`config.mk`:
```
export PLATFORM = sky130hd
export DESIGN_NAME = priority_expression_selector
export DESIGN_NICKNAME = d
export VERILOG_FILES = /design/src/sv/pes_pkg.sv /design/src/sv/pes_step.sv /design/src/sv/priority_expression_selector.sv
export SDC_FILE = /design/constraint.sdc
export NUM_CORES = 1
export LEC_CHECK = 0
export BUFFER_PORTS_ARGS = -buffer_cell sky130_fd_sc_hd__buf_2
export CAP_MARGIN = 20
export CORE_MARGIN = 2
export CORE_UTILIZATION = 55
export DETAILED_ROUTE_END_ITERATION = 12
export PLACE_DENSITY = 0.79
export SLEW_MARGIN = 10
export SYNTH_ARGS = -nofsm -noshare
export SYNTH_HDL_FRONTEND = slang
export SYNTH_SLANG_ARGS = --single-unit
export TNS_END_PERCENT = 20
```
`constraint.sdc`:
```
create_clock -name clk_i -period 16 [get_ports clk_i]
set_input_delay 1.6 -clock clk_i [delete_from_list [all_inputs] [get_ports clk_i]]
set_output_delay 1.6 -clock clk_i [all_outputs]
set_load 0.01 [all_outputs]
```
`src/sv/pes_pkg.sv`:
```
package pes_pkg;

  localparam int EMOTION_ID_BITS = 8;
  localparam int TIME_BITS       = 48;
  localparam int DEADLINE_BITS   = TIME_BITS + 1;
  localparam int DUR_BITS        = 32;
  localparam int CFG_DATA_BITS   = 32;
  localparam int CFG_IDX_BITS    = 3;

  // item function codes
  localparam logic [1:0] FUNC_POST     = 2'd0;
  localparam logic [1:0] FUNC_OVERRIDE = 2'd1;
  localparam logic [1:0] FUNC_DECIDE   = 2'd2;
  localparam logic [1:0] FUNC_UNUSED   = 2'd3;

  // register indexes
  localparam logic [CFG_IDX_BITS-1:0] REG_DEFAULT_HOLD      = 3'd0;
  localparam logic [CFG_IDX_BITS-1:0] REG_KIND_COOLDOWN     = 3'd1;
  localparam logic [CFG_IDX_BITS-1:0] REG_BASELINE_INTERVAL = 3'd2;
  localparam logic [CFG_IDX_BITS-1:0] REG_FAULT_EMOTION     = 3'd3;
  localparam logic [CFG_IDX_BITS-1:0] REG_DEFAULT_BASELINE  = 3'd4;

  typedef struct packed {
    logic [1:0]                 func;
    logic [TIME_BITS-1:0]       now_ms;
    logic [EMOTION_ID_BITS-1:0] emotion;
    logic                       emotion_given;
    logic [7:0]                 kind;
    logic [DUR_BITS-1:0]        duration_ms;
    logic                       fault;
  } in_item_t;

  typedef struct packed {
    logic [EMOTION_ID_BITS-1:0] shown_emotion;
    logic                       immediate;
  } out_item_t;

  typedef struct packed {
    logic [DUR_BITS-1:0]        default_hold_ms;
    logic [DUR_BITS-1:0]        kind_cooldown_ms;
    logic [DUR_BITS-1:0]        baseline_min_interval_ms;
    logic [EMOTION_ID_BITS-1:0] fault_emotion;
    logic [EMOTION_ID_BITS-1:0] default_baseline;
  } cfg_t;

  typedef struct packed {
    logic [EMOTION_ID_BITS-1:0] current_emotion;
    logic [EMOTION_ID_BITS-1:0] transient_emotion;
    logic [7:0]                 transient_kind_held;
    logic [DEADLINE_BITS-1:0]   transient_deadline;
    logic [DEADLINE_BITS-1:0]   cooldown_deadline;
    logic [EMOTION_ID_BITS-1:0] override_emotion;
    logic [DEADLINE_BITS-1:0]   override_deadline;
    logic [TIME_BITS-1:0]       last_baseline_switch;
  } state_t;

endpackage

```
`src/sv/pes_step.sv`:
```
module pes_step (
  input  pes_pkg::in_item_t  item_i,
  input  pes_pkg::state_t    state_i,
  input  pes_pkg::cfg_t      cfg_i,
  output pes_pkg::state_t    state_o,
  output logic               res_valid_o,
  output pes_pkg::out_item_t res_o
);

  logic [pes_pkg::DEADLINE_BITS-1:0]   now_ext;
  logic [pes_pkg::DUR_BITS-1:0]        hold;
  logic                                emo_ok;
  logic                                kind_blocked;
  logic                                transient_on;
  logic                                override_on;
  logic [pes_pkg::EMOTION_ID_BITS-1:0] want;
  logic                                cut;
  logic                                base;
  logic [pes_pkg::TIME_BITS-1:0]       since_switch;
  logic                                base_ok;

  assign now_ext      = {1'b0, item_i.now_ms};
  assign emo_ok       = item_i.emotion_given && (item_i.emotion != '0);
  assign hold         = (item_i.duration_ms != '0) ? item_i.duration_ms : cfg_i.default_hold_ms;
  assign kind_blocked = (now_ext < state_i.cooldown_deadline) && (item_i.kind != '0) &&
                        (state_i.transient_kind_held != '0) &&
                        (item_i.kind == state_i.transient_kind_held);
  assign transient_on = now_ext < state_i.transient_deadline;
  assign override_on  = (now_ext < state_i.override_deadline) &&
                        (state_i.override_emotion != '0);
  assign since_switch = item_i.now_ms - state_i.last_baseline_switch;
  assign base_ok      = (item_i.now_ms >= state_i.last_baseline_switch) &&
                        (since_switch >= {{(pes_pkg::TIME_BITS-pes_pkg::DUR_BITS){1'b0}},
                                          cfg_i.baseline_min_interval_ms});

  // priority: fault, transient, override, baseline
  always_comb begin
    base = 1'b0;
    if (item_i.fault) begin
      want = cfg_i.fault_emotion;
      cut  = 1'b1;
    end else if (transient_on) begin
      want = state_i.transient_emotion;
      cut  = 1'b1;
    end else if (override_on) begin
      want = state_i.override_emotion;
      cut  = 1'b0;
    end else begin
      want = item_i.emotion_given ? item_i.emotion : cfg_i.default_baseline;
      cut  = 1'b0;
      base = 1'b1;
    end
  end

  always_comb begin
    state_o     = state_i;
    res_valid_o = 1'b0;
    res_o.shown_emotion = want;
    res_o.immediate     = cut;
    unique case (item_i.func)
      pes_pkg::FUNC_POST: begin
        if (emo_ok && !kind_blocked) begin
          state_o.transient_emotion   = item_i.emotion;
          state_o.transient_kind_held = item_i.kind;
          state_o.transient_deadline  = now_ext +
            {{(pes_pkg::DEADLINE_BITS-pes_pkg::DUR_BITS){1'b0}}, hold};
          state_o.cooldown_deadline   = now_ext +
            {{(pes_pkg::DEADLINE_BITS-pes_pkg::DUR_BITS){1'b0}}, cfg_i.kind_cooldown_ms};
        end
      end
      pes_pkg::FUNC_OVERRIDE: begin
        if (emo_ok) begin
          state_o.override_emotion  = item_i.emotion;
          state_o.override_deadline = now_ext +
            {{(pes_pkg::DEADLINE_BITS-pes_pkg::DUR_BITS){1'b0}}, item_i.duration_ms};
        end else begin
          state_o.override_emotion  = '0;
          state_o.override_deadline = '0;
        end
      end
      pes_pkg::FUNC_DECIDE: begin
        if ((want != state_i.current_emotion) && (!base || base_ok)) begin
          res_valid_o             = 1'b1;
          state_o.current_emotion = want;
          if (base) begin
            state_o.last_baseline_switch = item_i.now_ms;
          end
        end
      end
      default: begin
      end
    endcase
  end

endmodule

```
`src/sv/priority_expression_selector.sv`:
```
// path: a transaction is registered at the input, evaluated from that input register and
// its result (if any) is loaded into the output register
// throughput: one transaction per cycle; only a held output result stalls the input
// reset: asynchronous active low, clears valids and all selector state to zero and
// loads the register defaults (hold 3000, cooldown 2000, interval 1500, fault 1, base 2)
module priority_expression_selector (
  input  logic                               clk_i,
  input  logic                               rst_ni,
  // configuration writes
  input  logic                               cfg_we_i,
  input  logic [pes_pkg::CFG_IDX_BITS-1:0]   cfg_idx_i,
  input  logic [pes_pkg::CFG_DATA_BITS-1:0]  cfg_wdata_i,
  // input channel
  input  logic                               in_valid_i,
  output logic                               in_stall_o,
  input  pes_pkg::in_item_t                  in_item_i,
  // result channel
  output logic                               out_valid_o,
  input  logic                               out_stall_i,
  output pes_pkg::out_item_t                 out_item_o
);

  // configuration registers
  pes_pkg::cfg_t      cfg_q;

  // input register stage
  logic               in_valid_q;
  pes_pkg::in_item_t  in_item_q;

  // selector state
  pes_pkg::state_t    state_q;
  pes_pkg::state_t    state_d;

  // output register
  logic               out_valid_q;
  pes_pkg::out_item_t out_item_q;

  logic               res_valid;
  pes_pkg::out_item_t res;
  logic               advance;

  // the registered transaction moves on unless a finished result is still waiting
  assign advance    = !out_valid_q || !out_stall_i;
  assign in_stall_o = in_valid_q && !advance;

  pes_step u_step (
    .item_i      (in_item_q),
    .state_i     (state_q),
    .cfg_i       (cfg_q),
    .state_o     (state_d),
    .res_valid_o (res_valid),
    .res_o       (res)
  );

  // register file, decoded by index; unknown indexes are dropped
  always_ff @(posedge clk_i or negedge rst_ni) begin
    if (!rst_ni) begin
      cfg_q.default_hold_ms          <= 32'd3000;
      cfg_q.kind_cooldown_ms         <= 32'd2000;
      cfg_q.baseline_min_interval_ms <= 32'd1500;
      cfg_q.fault_emotion            <= 8'd1;
      cfg_q.default_baseline         <= 8'd2;
    end else if (cfg_we_i) begin
      unique case (cfg_idx_i)
        pes_pkg::REG_DEFAULT_HOLD:      cfg_q.default_hold_ms <= cfg_wdata_i;
        pes_pkg::REG_KIND_COOLDOWN:     cfg_q.kind_cooldown_ms <= cfg_wdata_i;
        pes_pkg::REG_BASELINE_INTERVAL: cfg_q.baseline_min_interval_ms <= cfg_wdata_i;
        pes_pkg::REG_FAULT_EMOTION:
          cfg_q.fault_emotion <= cfg_wdata_i[pes_pkg::EMOTION_ID_BITS-1:0];
        pes_pkg::REG_DEFAULT_BASELINE:
          cfg_q.default_baseline <= cfg_wdata_i[pes_pkg::EMOTION_ID_BITS-1:0];
        default: begin
        end
      endcase
    end
  end

  // input stage: load whenever it is not stalled
  always_ff @(posedge clk_i or negedge rst_ni) begin
    if (!rst_ni) begin
      in_valid_q <= 1'b0;
    end else if (!in_stall_o) begin
      in_valid_q <= in_valid_i;
    end
  end

  always_ff @(posedge clk_i) begin
    if (!in_stall_o) begin
      in_item_q <= in_item_i;
    end
  end

  // state commits in the same cycle the transaction leaves the input stage
  always_ff @(posedge clk_i or negedge rst_ni) begin
    if (!rst_ni) begin
      state_q <= '0;
    end else if (in_valid_q && advance) begin
      state_q <= state_d;
    end
  end

  // output register: filled by a decide that changes the shown emotion
  always_ff @(posedge clk_i or negedge rst_ni) begin
    if (!rst_ni) begin
      out_valid_q <= 1'b0;
    end else if (advance) begin
      out_valid_q <= in_valid_q && res_valid;
    end
  end

  always_ff @(posedge clk_i) begin
    if (advance && in_valid_q && res_valid) begin
      out_item_q <= res;
    end
  end

  assign out_valid_o = out_valid_q;
  assign out_item_o  = out_item_q;

`ifndef SYNTHESIS
  // a pending result always names the emotion the selector believes is shown
  a_out_matches_current: assert property (@(posedge clk_i) disable iff (!rst_ni)
    out_valid_o |-> (out_item_o.shown_emotion == state_q.current_emotion))
    else $error("pending result differs from current emotion");

  // the input side only stalls behind a held result
  a_stall_cause: assert property (@(posedge clk_i) disable iff (!rst_ni)
    in_stall_o |-> (out_valid_o && out_stall_i))
    else $error("input stalled without output backpressure");

  // the shown emotion never changes without a result being loaded
  a_current_change: assert property (@(posedge clk_i) disable iff (!rst_ni)
    (state_q.current_emotion != $past(state_q.current_emotion)) |-> out_valid_o)
    else $error("current emotion changed silently");
`endif

endmodule
```
==> results.tsv <==
stage	metric	value	unit
sta	worst-margin pin slew	1.02	ns
cts	CTS HTree Levels	2	
cts	clock sink total	450	
floorplanning	core area	52900	um2
cells_and_area	design area	32700	um2
floorplanning	Ports	151	
cts	PostCTS Resize Cnt	0	
route	drt first pass iters	5	
sta	Final setup viols	0	
placement	Port Buf Inserts	150	
grt	initial antenna violation count	1	
power_and_ir_drop	Leakage	15.1	nW
route	vias per cell	6.07	
power_and_ir_drop	switching part of the total power	37.6	%
route	M1 WL	35900	um
placement	Detail Placement HPWL	60800	um
sta	max-slew violation count	0	
route	routed vias	23700	
cells_and_area	fin cells	3905	
route	DR WL met3	4190	um
critical_path	slowest library cell on the worst path	edfxtp_1	
critical_path	crit-path max FO	31	
route	Top Metal Used	met4	
cts	CTS Buf Count	49	
critical_path	reg2reg path depth	21	
cts	Root Buffer	clkbuf_16	
route	final wirelength	81400	um
grt	first-pass GRT wire length	130000	um
synthesis	Yosys reg bits	450	
power_and_ir_drop	power density over the cells	149	nW/um2
critical_path	R2R Path Start	in_item_q[72]	
floorplanning	DIE WIDTH	236	um
sta	Worst slew margin	31.2	%
critical_path	WS Path Type	flip-flop to flip-flop	
min_path	worst min path class	flip-flop to flip-flop	
synthesis	sequential area share after synthesis	40.0	%
power_and_ir_drop	Flop pwr share	34.4	%
route	WL per Instance	20.8	um
power_and_ir_drop	Psw	1.82	mW
critical_path	Critical R2R Capture	state_q[41]	
route	DRC Markers	0	
synthesis	Post-Syn Instances	3063	
cts	Worst-Skew Late Latency	0.59	ns
power_and_ir_drop	cell-internal power	3.03	mW
synthesis	synthesized cell area	29600	um2
cells_and_area	Ant. Diodes	0	
power_and_ir_drop	Tot Pwr	4.86	mW
critical_path	CP Cell Sequence	ha_1 -> nand3_1 -> nor2_1 -> and3_1 -> o21ai_0 -> a21oi_1 -> nor2_1 -> o21ai_0 -> xor2_1 -> ha_1 -> nand4_1 -> nor4_1 -> a2111oi_0 -> o2111ai_1 -> a2111oi_0 -> nand3b_1 -> nor4_1 -> nand2_2 -> nand3b_2 -> buf_4 -> mux2_1	
placement	dpl ws	9.31	ns
cells_and_area	Nets	3640	
placement	Cells after DPL	3814	
floorplanning	Die ar.	55600	um2
cts	hold_buf cts	0	
grt	overall routing resource usage	29.2	%
sta	hold slack	0.478	ns
route	Post-DRT Antenna Nets	0	
cells_and_area	fillers	4353	
synthesis	Yosys cell types	86	
critical_path	Worst Setup End Kind	flip-flop	
cells_and_area	Area Growth Syn to Fin	10.5	%
critical_path	startpoint types	flip-flop	
sta	achievable frequency	148	MHz
outcome	status	finished, final reports clean	
critical_path	arrival time worst endpoint	7.24	ns
critical_path	reg-to-reg slack, setup	9.23	ns
min_path	WHS Endpoint	state_q[61]	
power_and_ir_drop	clock share of power	24.4	%
job	Max Cap Violations	0	
floorplanning	initial core utilization	55.9	%
cts	clock-pin slew on the worst setup and hold paths	0.06	ns
placement	GP Congestion	0.937	
route	met2 wire length	38400	um
placement	Cell Area, Placed	30900	um2
route	drt initial violations	1968	
sta	final clock skew	0.0104	ns
sta	Tcrit/Tclk final	42.3	%
critical_path	CP delay by family, top	simple AND/OR/NAND/NOR gates	
critical_path	Worst EP required	16.46	ns
grt	gr ovfl total	0	
synthesis	warnings from Yosys	0	
synthesis	Post-synth ARST share	75.8	%
sta	final worst setup slack	9.23	ns
cts	CTS tree	built	
cts	Post-CTS Setup Bufs	0	
critical_path	worst stage delay on the critical path	0.56	ns
synthesis	Post-synth EDFFs	109	
synthesis	Syn Nets	3524	
grt	vias in the first global route	23900	
critical_path	WP buf/inv	1	
floorplanning	# rows	84	
floorplanning	Die Height	236	um
grt	largest net degree at the start of global routing	125	
sta	post-route setup TNS	0	ns
synthesis	Top FF cell, synth	dfrtp_1	
min_path	Hold Path Depth	2	
cts	clk buf depth	3	
cells_and_area	proportion of layout cells with a drive suffix above 1	13.8	%
synthesis	mean post-synth cell area	9.66	um2
power_and_ir_drop	Gate power share	41.2	%
sta	minimum clock period	6.77	ns
sta	RSZ-0062 raised after global routing	false	
min_path	hold_sp	state_q[61]	
cells_and_area	Final Util	61.8	%
sta	Hold Vio Cnt, Final	0	
power_and_ir_drop	Peak supply drop	0.0947	mV
-- cell type report --
type                            count  area, um2  area share, %
Inverter                          274       1030           3.15
Sequential cell                   450      11800           36.2
Timing Repair Buffer              173        971           2.97
Multi-Input combinational cell   2231      16300           49.9
Clock buffer                       67       1400           4.27
Clock inverter                     22        275          0.843
Tap cell                          688        861           2.64
-- worst max-delay path by stage --
stage | startpoint | endpoint | slack, ns | cells past startpoint
floorplan | out_stall_i | in_stall_o | 9.81 | 2
global placement | in_item_q[72] | state_q[47] | 9.44 | 21
detailed placement | in_item_q[72] | state_q[26] | 9.31 | 21
CTS | in_item_q[58] | state_q[41] | 9.27 | 21
global route | in_item_q[58] | state_q[42] | 8.47 | 21
finish | in_item_q[72] | state_q[41] | 9.23 | 21
-- synth_stat cells, types with 14 or more instances --
master,count,share of area (%)
mux2i_1,14,0.47
nor2b_1,26,0.55
nor2_1,130,1.6
dfrtp_1,319,27
a31oi_1,15,0.32
nor3_1,36,0.61
o211ai_1,15,0.38
o21a_1,23,0.58
mux2_1,19,0.72
nand4_1,60,1.3
a21oi_1,237,4.0
dfstp_2,22,2.0
a21o_1,144,3.7
ha_1,317,13
nand2_1,285,3.6
o21ai_0,245,4.1
nand2b_1,26,0.55
nor4_1,29,0.61
and2_1,15,0.32
inv_1,274,3.5
nand3_1,44,0.74
mux2_2,125,4.8
a211oi_1,19,0.48
clkbuf_1,82,1.0
and3_1,22,0.47
xor2_1,77,2.3
o21bai_1,27,0.69
edfxtp_1,109,11
xnor2_1,101,3.0
-- power by group through the flow --
stage | Combinational, mW | Sequential (mW) | Clock (mW)
after floorplan | 1.47 | 1.62 | 0
after global placement | 1.89 | 1.67 | 0
after detailed placement | 1.96 | 1.68 | 0
after CTS | 1.98 | 1.67 | 1.20
after global routing | 2.24 | 1.70 | 1.25
final | 2.00 | 1.67 | 1.19
-- routing by layer --
layer / GRT usage [%] / vias to the layer above
li1: - / 11200
met4: 11.1 / 0
met5: 0 / -
met3: 3.48 / 156
met1: 39.5 / 11700
met2: 48.4 / 701
-- kinds of logic (layout without fill, tap and decap cells) --
family          after synthesis  count (layout)  synth area share (%)
mux                         166             166                  6.36
buf+inv                     382             536                  5.10
fa+ha+maj                   321             321                  13.7
flops                       450             450                  40.0
simple gates                729             729                  11.8
compound gates              837             837                  17.7
xor+xnor                    178             178                  5.27
-- registers in the layout, summed over array words and instances, names as in the netlist --
| signal | count |
|---|---|
| state_q | 227 |
| cfg_q | 112 |
| in_item_q | 100 |
| out_item_o | 9 |
| in_valid_q | 1 |
| out_valid_o | 1 |
-- worst min-delay path: stages (launching register included) --
cell	delay [ns]
dfrtp_1	0.34
nand2_1	0.05
o21ai_0	0.06
-- layout by cell type (no fill, tap or decap), types with 43 or more instances in the layout --
cell,netlist,routed
a21oi_1,237,236
edfxtp_1,109,109
nand2_1,285,284
inv_1,274,274
nand4_1,60,60
a21o_1,144,144
nand3_1,44,43
o21ai_0,245,245
buf_2,9,150
ha_1,317,317
xor2_1,77,77
mux2_2,125,125
dfrtp_1,319,319
nor2_1,130,129
clkbuf_16,0,50
xnor2_1,101,101
(Power assumes the default switching activity.)
